File: src/rtl/core/tksd_pkg.sv
`default_nettype none

package tksd_pkg;

  typedef enum logic [2:0] {
    PH_IDLE  = 3'd0,
    PH_ESC1  = 3'd1,
    PH_ESC2  = 3'd2,
    PH_TRAIL = 3'd3,
    PH_UTF   = 3'd4
  } phase_e;

  typedef enum logic [4:0] {
    KEY_TEXT      = 5'd0,
    KEY_CTRL_A    = 5'd1,
    KEY_CTRL_C    = 5'd2,
    KEY_CTRL_D    = 5'd3,
    KEY_CTRL_E    = 5'd4,
    KEY_CTRL_K    = 5'd5,
    KEY_CTRL_L    = 5'd6,
    KEY_CTRL_U    = 5'd7,
    KEY_CTRL_W    = 5'd8,
    KEY_TAB       = 5'd9,
    KEY_ENTER     = 5'd10,
    KEY_BACKSPACE = 5'd11,
    KEY_ESC       = 5'd12,
    KEY_DEL       = 5'd13,
    KEY_HOME      = 5'd14,
    KEY_END       = 5'd15,
    KEY_UP        = 5'd16,
    KEY_DOWN      = 5'd17,
    KEY_RIGHT     = 5'd18,
    KEY_LEFT      = 5'd19
  } key_e;

  typedef struct packed {
    logic [7:0] key_byte;
    logic       end_of_input;
  } in_item_t;

  typedef struct packed {
    key_e        key_code;
    logic [31:0] text_bytes;
    logic [2:0]  text_length;
  } out_item_t;

  // Parser state carried between the step logic and the state register.
  typedef struct packed {
    phase_e      phase;
    logic [7:0]  intro_byte;
    logic [7:0]  digit_byte;
    logic [31:0] gathered_text;
    logic [1:0]  bytes_expected;
    logic [1:0]  bytes_gathered;
  } parse_state_t;

  localparam logic [7:0] CharEsc      = 8'd27;
  localparam logic [7:0] CharBracket  = 8'h5B;
  localparam logic [7:0] CharO        = 8'h4F;
  localparam logic [7:0] CharTilde    = 8'h7E;

endpackage

`default_nettype wire

File: src/rtl/core/tksd_step.sv
`default_nettype none

module tksd_step (
  input  wire tksd_pkg::parse_state_t state_i,
  input  wire tksd_pkg::in_item_t     item_i,
  output tksd_pkg::parse_state_t state_o,
  output logic                   emit_o,
  output tksd_pkg::out_item_t    result_o
);
  import tksd_pkg::*;

  logic [7:0]  c;
  logic        eoi;
  logic        ctrl_hit;
  key_e        ctrl_key;
  key_e        pair_key;
  key_e        trail_key;
  logic [1:0]  gathered_inc;
  logic [31:0] merged_text;

  assign c   = item_i.key_byte;
  assign eoi = item_i.end_of_input;

  always_comb begin
    ctrl_hit = 1'b1;
    ctrl_key = KEY_TEXT;
    unique case (c)
      8'd1:          ctrl_key = KEY_CTRL_A;
      8'd3:          ctrl_key = KEY_CTRL_C;
      8'd4:          ctrl_key = KEY_CTRL_D;
      8'd5:          ctrl_key = KEY_CTRL_E;
      8'd11:         ctrl_key = KEY_CTRL_K;
      8'd12:         ctrl_key = KEY_CTRL_L;
      8'd21:         ctrl_key = KEY_CTRL_U;
      8'd23:         ctrl_key = KEY_CTRL_W;
      8'd9:          ctrl_key = KEY_TAB;
      8'd10, 8'd13:  ctrl_key = KEY_ENTER;
      8'd8, 8'd127:  ctrl_key = KEY_BACKSPACE;
      default:       ctrl_hit = 1'b0;
    endcase
  end

  always_comb begin
    pair_key = KEY_ESC;
    if (state_i.intro_byte == CharBracket) begin
      unique case (c)
        8'h41:   pair_key = KEY_UP;
        8'h42:   pair_key = KEY_DOWN;
        8'h43:   pair_key = KEY_RIGHT;
        8'h44:   pair_key = KEY_LEFT;
        8'h48:   pair_key = KEY_HOME;
        8'h46:   pair_key = KEY_END;
        default: pair_key = KEY_ESC;
      endcase
    end else if (state_i.intro_byte == CharO) begin
      if (c == 8'h48) pair_key = KEY_HOME;
      else if (c == 8'h46) pair_key = KEY_END;
    end
  end

  always_comb begin
    trail_key = KEY_ESC;
    if (c == CharTilde) begin
      unique case (state_i.digit_byte)
        8'h33:        trail_key = KEY_DEL;
        8'h31, 8'h37: trail_key = KEY_HOME;
        8'h34, 8'h38: trail_key = KEY_END;
        default:      trail_key = KEY_ESC;
      endcase
    end
  end

  assign gathered_inc = state_i.bytes_gathered + 2'd1;
  assign merged_text  = state_i.gathered_text | ({24'd0, c} << {gathered_inc, 3'b000});

  always_comb begin
    state_o  = state_i;
    emit_o   = 1'b0;
    result_o = '{key_code: KEY_TEXT, text_bytes: 32'd0, text_length: 3'd0};

    unique case (state_i.phase)
      PH_ESC1: begin
        if (eoi) begin
          state_o.phase          = PH_IDLE;
          state_o.bytes_expected = 2'd0;
          state_o.bytes_gathered = 2'd0;
          emit_o                 = 1'b1;
          result_o.key_code      = KEY_ESC;
        end else begin
          state_o.intro_byte = c;
          state_o.phase      = PH_ESC2;
        end
      end
      PH_ESC2: begin
        if (!eoi && state_i.intro_byte == CharBracket && c >= 8'h30 && c <= 8'h39) begin
          state_o.digit_byte = c;
          state_o.phase      = PH_TRAIL;
        end else begin
          state_o.phase          = PH_IDLE;
          state_o.bytes_expected = 2'd0;
          state_o.bytes_gathered = 2'd0;
          emit_o                 = 1'b1;
          result_o.key_code      = eoi ? KEY_ESC : pair_key;
        end
      end
      PH_TRAIL: begin
        state_o.phase          = PH_IDLE;
        state_o.bytes_expected = 2'd0;
        state_o.bytes_gathered = 2'd0;
        emit_o                 = 1'b1;
        result_o.key_code      = eoi ? KEY_ESC : trail_key;
      end
      PH_UTF: begin
        if (eoi) begin
          // Only the lead byte survives an early end of input.
          state_o.phase          = PH_IDLE;
          state_o.bytes_expected = 2'd0;
          state_o.bytes_gathered = 2'd0;
          emit_o                 = 1'b1;
          result_o.text_bytes    = {24'd0, state_i.gathered_text[7:0]};
          result_o.text_length   = 3'd1;
        end else begin
          state_o.gathered_text  = merged_text;
          state_o.bytes_gathered = gathered_inc;
          if (gathered_inc >= state_i.bytes_expected) begin
            state_o.phase          = PH_IDLE;
            state_o.bytes_expected = 2'd0;
            state_o.bytes_gathered = 2'd0;
            emit_o                 = 1'b1;
            result_o.text_bytes    = merged_text;
            result_o.text_length   = {1'b0, state_i.bytes_expected} + 3'd1;
          end
        end
      end
      default: begin
        // Idle, and any phase code without meaning is handled as idle.
        state_o.phase          = PH_IDLE;
        state_o.bytes_expected = 2'd0;
        state_o.bytes_gathered = 2'd0;
        if (eoi) begin
          emit_o            = 1'b1;
          result_o.key_code = KEY_CTRL_D;
        end else if (ctrl_hit) begin
          emit_o            = 1'b1;
          result_o.key_code = ctrl_key;
        end else if (c == CharEsc) begin
          state_o.phase = PH_ESC1;
        end else if (c[7:5] == 3'b110 || c[7:4] == 4'b1110 || c[7:3] == 5'b11110) begin
          state_o.bytes_expected = (c[7:5] == 3'b110)  ? 2'd1 :
                                   (c[7:4] == 4'b1110) ? 2'd2 : 2'd3;
          state_o.gathered_text  = {24'd0, c};
          state_o.phase          = PH_UTF;
        end else begin
          emit_o               = 1'b1;
          result_o.text_bytes  = {24'd0, c};
          result_o.text_length = 3'd1;
        end
      end
    endcase
  end

endmodule

`default_nettype wire

File: src/rtl/core/terminal_key_sequence_decoder_core.sv
// Terminal key decoder core.
// The input channel (in_valid_i / in_ready_o / in_data_i) carries one raw
// terminal byte or an end-of-input mark per transfer. The output channel
// (out_valid_o / out_ready_i / out_data_o) carries decoded keys: a named key
// code, or a text character of one to four bytes. A transfer yields zero or
// one key; bytes inside an escape sequence or a multibyte character yield
// nothing until the sequence completes.
// A key passes from the input transfer that completes it through the input
// register and the combinational parser step into the output register.
// Throughput: one input transfer per cycle while the receiver does not stall,
// as the parser state is updated combinationally between the two registers.
// Reset empties both registers and returns the parser to idle.
// When the receiver stalls, the pending key holds in the output register; the
// next byte still enters the input register, and bytes that yield no key keep
// flowing through. A byte that yields a key waits in the input register, with
// in_ready_o low, until the output register frees.
`default_nettype none

module terminal_key_sequence_decoder_core (
  input  wire                 clk_i,
  input  wire                 rst_ni,
  input  wire                 in_valid_i,
  output logic                in_ready_o,
  input  wire tksd_pkg::in_item_t in_data_i,
  output logic                out_valid_o,
  input  wire                 out_ready_i,
  output tksd_pkg::out_item_t out_data_o
);
  import tksd_pkg::*;

  logic         s1_valid_q;
  in_item_t     s1_item_q;
  parse_state_t state_q;
  parse_state_t state_d;
  logic         emit;
  out_item_t    result;
  logic         s1_go;
  logic         out_free;
  logic         out_valid_q;
  out_item_t    out_item_q;

  tksd_step u_step (
    .state_i  (state_q),
    .item_i   (s1_item_q),
    .state_o  (state_d),
    .emit_o   (emit),
    .result_o (result)
  );

  assign out_free   = !out_valid_q || out_ready_i;
  assign s1_go      = s1_valid_q && (!emit || out_free);
  assign in_ready_o = !s1_valid_q || s1_go;

  always_ff @(posedge clk_i or negedge rst_ni) begin
    if (!rst_ni) begin
      s1_valid_q <= 1'b0;
    end else if (in_ready_o) begin
      s1_valid_q <= in_valid_i;
    end
  end

  always_ff @(posedge clk_i) begin
    if (in_ready_o && in_valid_i) begin
      s1_item_q <= in_data_i;
    end
  end

  always_ff @(posedge clk_i or negedge rst_ni) begin
    if (!rst_ni) begin
      state_q <= '{phase: PH_IDLE, intro_byte: 8'd0, digit_byte: 8'd0,
                   gathered_text: 32'd0, bytes_expected: 2'd0, bytes_gathered: 2'd0};
    end else if (s1_go) begin
      state_q <= state_d;
    end
  end

  always_ff @(posedge clk_i or negedge rst_ni) begin
    if (!rst_ni) begin
      out_valid_q <= 1'b0;
    end else if (out_free) begin
      out_valid_q <= s1_go && emit;
    end
  end

  always_ff @(posedge clk_i) begin
    if (out_free && s1_go && emit) begin
      out_item_q <= result;
    end
  end

  assign out_valid_o = out_valid_q;
  assign out_data_o  = out_item_q;

`ifndef SYNTH
  a_text_length: assert property (@(posedge clk_i) disable iff (!rst_ni)
    out_valid_o && out_data_o.key_code == KEY_TEXT |->
      out_data_o.text_length != 3'd0 && out_data_o.text_length <= 3'd4)
    else $error("text key with bad length");

  a_named_key_clean: assert property (@(posedge clk_i) disable iff (!rst_ni)
    out_valid_o && out_data_o.key_code != KEY_TEXT |->
      out_data_o.text_length == 3'd0 && out_data_o.text_bytes == 32'd0)
    else $error("named key carries text");

  a_idle_counts: assert property (@(posedge clk_i) disable iff (!rst_ni)
    state_q.phase == PH_IDLE |->
      state_q.bytes_expected == 2'd0 && state_q.bytes_gathered == 2'd0)
    else $error("idle parser holds character counts");

  a_stalled_item_holds: assert property (@(posedge clk_i) disable iff (!rst_ni)
    s1_valid_q && !s1_go |=> s1_valid_q && $stable(s1_item_q) && $stable(state_q))
    else $error("stalled input item or parser state changed");

  a_key_range: assert property (@(posedge clk_i) disable iff (!rst_ni)
    out_valid_o |-> out_data_o.key_code <= KEY_LEFT)
    else $error("key code out of range");
`endif

endmodule

`default_nettype wire
File: config.mk
export PLATFORM = sky130hd
export DESIGN_NAME = terminal_key_sequence_decoder_core
export DESIGN_NICKNAME = d
export VERILOG_FILES = /design/src/rtl/core/tksd_pkg.sv /design/src/rtl/core/tksd_step.sv /design/src/rtl/core/terminal_key_sequence_decoder_core.sv
export SDC_FILE = /design/constraint.sdc
export NUM_CORES = 1
export LEC_CHECK = 0
export ABC_AREA = 1
export ABC_CLOCK_PERIOD_IN_PS = 3340
export BUFFER_PORTS_ARGS = -buffer_cell sky130_fd_sc_hd__clkbuf_2
export CORE_UTILIZATION = 44
export DETAILED_ROUTE_END_ITERATION = 7
export GPL_ROUTABILITY_DRIVEN = 0
export GPL_TIMING_DRIVEN = 0
export PLACE_DENSITY = 0.64
export SLEW_MARGIN = 20
export SYNTH_ARGS = -nofsm -noshare
export SYNTH_HDL_FRONTEND = slang
export SYNTH_SLANG_ARGS = --single-unit
File: constraint.sdc
create_clock -name clk_i -period 3.34 [get_ports clk_i]
set_clock_uncertainty 0.15 [all_clocks]
set_input_delay 0 -clock clk_i [delete_from_list [all_inputs] [get_ports clk_i]]
set_output_delay 0 -clock clk_i [all_outputs]
set_load 0.01 [all_outputs]
==> impl_metrics.toml <==
[synthesis]
synth-xor-area-share_pct = 0.162
yosysWarnings = 0
synth_edf_count = 49
syn-num-nets = 662
synth_compound_area_share_pct = 9.28
synth-simple-area-share_pct = 27.9
async_flop_share_pct = 53.8
netlist-cell-type-count = 37
avgSynthCellArea_um2 = 8.37
synth_mux_area_share_pct = 0
synth_top_family_by_area = "simple AND/OR/NAND/NOR gates"
syn_area_um2 = 5410
ys_ff_latch = 106
synth_cells = 646
seq_area_frac_synth_pct = 53.6
synth_ff_type = "dfrtp_1"
synth_fa_ha_area_share_pct = 0.694

[layout]
finalNonFillerCells = 884
fin_area_um2 = 6390
layout_commonest_cell = "nand2_1"
post-route-util_pct = 53.2
antenna_cells = 0
layout-drive-gt1-share_pct = 16.3
area_growth_pct = 18.3
final-seq-area_um2 = 2900
nets = 748
fillerInstances = 1124
final_cell_mix = "nand2_1 (164), nor2_1 (82), inv_1 (65)"
multiInputGateArea_um2 = 2080

[critical_path]
path_common_cell = "nand2_1"
crit_required_ns = 3.43
crit_path_end_kind = "register"
path_delay_family = "simple AND/OR/NAND/NOR gates"
path_cells = "clkbuf_4 > nand2_1 > nand2_1 > inv_1 > ha_1 > nand2_1 > nand3b_1 > nor2_4 > nor2_1 > nand2_1 > nand3_4 > a21oi_4 > buf_4 > nand2_4 > buf_6 > nand2_1 > nand2_1"
critPathMaxFanout = 10
worstSetupPathType = "reg -> reg"
slowest_delay_ns = 0.44
worst_ep_arrival_time_ns = 3.20
crit_buf_inv = 4
critical-path-slowest-cell = "dfrtp_2"
cp-start-kind = "register"

[floorplanning]
ios = 55
num_rows = 40
die_height_um = 113
die_area_um2 = 12700
die_x_um = 113
start_util_pct = 45.0
core_area_um2 = 12000

[clock_tree]
cts_tree = "yes"
insertion_delay_ns = 0.36
clk_pin_slew_ns = 0.07
cts_buffers = 9
root_buffer = "clkbuf_16"
cts.sinks = 106
cts_max_level = 3
clockBufferDepth = 2

[sta]
finalCritPeriodShare_pct = 93.1
drv_slew = 0
setup_ws_ns = 0.230
rsz0062_at_grt = "false"
fin_crit_ns = 3.11
fmax_mhz = 322
finalSetupViolations = 0
worstMarginPinSlew_ns = 0.778
finalHoldViolCount = 0
relSlewSlack_pct = 47.7
whs_ns = 0.0434
tns_ns = 0

[routing]
num_vias = 4814
first_pass_iters = 5
first_iter_violations = 396
drc_errors = 0
wirelength_um = 14300
routedWlPerCell_um = 16.2
drt.antenna.violating_nets = 0
vias_per_cell = 5.45

[power]
finalPower_mw = 3.42
vdd_ir_drop_max_uv = 236
power_density_nw_per_um2 = 534
cellLeakagePower_nw = 3.03

[run]
drv_cap = 0

[global_route]
grt_max_degree = 50
grt.total_usage_pct = 23.8
antenna_found_initial = 0
grt_pass1_wl_um = 23100
grt-ovfl-total = 0
grt_pass1_vias = 4563

[placed_design]
dp_hpwl_um = 9630
place_area_um2 = 5890
place_ws_ns = -0.788
dp.cells = 848
port_buffers = 54

[run_status]
outcome = "finished, final reports clean"

[min_path]
hold_path_class = "in -> async"
-- logic make-up after synthesis --
group / count (synthesis)
compound gates: 86
xor+xnor: 1
fa+ha+maj: 3
buf+inv: 100
flops: 106
simple gates: 350
-- state kept, by name, summed over array words and instances, names as in the netlist --
name,flops
s1_valid_q,1
out_valid_o,1
out_data_o,40
s1_item_q,9
state_q,55
-- worst min-delay path: stages --
cell and delay, ns:
dlygate4sd3_1 0.52, clkbuf_4 0.16, buf_16 0.25
-- final cells by class --
cell class / instances / share of cell area [%]
Timing Repair inverter: 5 / 0.548
Clock buffer: 11 / 3.80
Multi-Input combinational cell: 440 / 32.5
Buffer: 28 / 2.84
Inverter: 72 / 4.31
Timing Repair Buffer: 70 / 7.16
Tap cell: 147 / 2.88
Clock inverter: 5 / 0.587
Sequential cell: 106 / 45.3
-- power by group --
group,switching [mW],internal [mW]
Sequential,0.0688,1.56
Combinational,0.532,0.236
Clock,0.492,0.532
Total,1.09,2.32
-- worst paths after layout --
kind                              start           end  slack, ns  cells past startpoint
max                          state_q[0]    state_q[6]       0.23                     17
min                              rst_ni   state_q[49]       0.04                      3
max reg2reg                  state_q[0]    state_q[6]       0.23                     17
min reg2reg                 state_q[41]   state_q[41]       0.32                      1
max in group asynchronous        rst_ni   state_q[41]       2.24                      3
min in group clk_i         in_data_i[7]  s1_item_q[7]       0.21                      2
-- cell usage after synthesis, types with 3 or more instances --
master / instances / area, um2
o31ai_1: 8 / 60.1
nand3b_1: 4 / 30.0
edfxtp_1: 49 / 1470
nor4_1: 3 / 18.8
nand4_1: 11 / 68.8
nor3_1: 5 / 25.0
dfrtp_1: 57 / 1430
nor2_1: 84 / 315
buf_4: 4 / 30.0
nand2_1: 165 / 619
inv_2: 3 / 11.3
nand2_2: 5 / 31.3
inv_1: 66 / 248
o21ai_0: 41 / 205
a21oi_1: 17 / 85.1
ha_1: 3 / 37.5
nor2_2: 5 / 31.3
buf_2: 4 / 20.0
a31oi_1: 10 / 62.6
nand3_1: 62 / 310
buf_6: 7 / 78.8
clkbuf_1: 13 / 48.8
-- timing repair --
item | 4_1_cts | 5_1_grt
resized for setup | 6 | 8
buffers inserted | 1 | 1
gates cloned | 3 | 2
hold buffers | 13 | 0
endpoints found under the setup margin | 82 | 98
endpoints found under the hold margin | 68 | 0
pin swaps | 1 | 0
-- per-layer routing --
layer	vias to the layer above	wire (um)	GRT usage (%)
met4	0	604	14.2
met5	-	0	0
li1	2309	-	-
met2	221	6570	36.8
met1	2242	6100	31.9
met3	42	1050	3.37
Power figures use the tool's default switching activity.
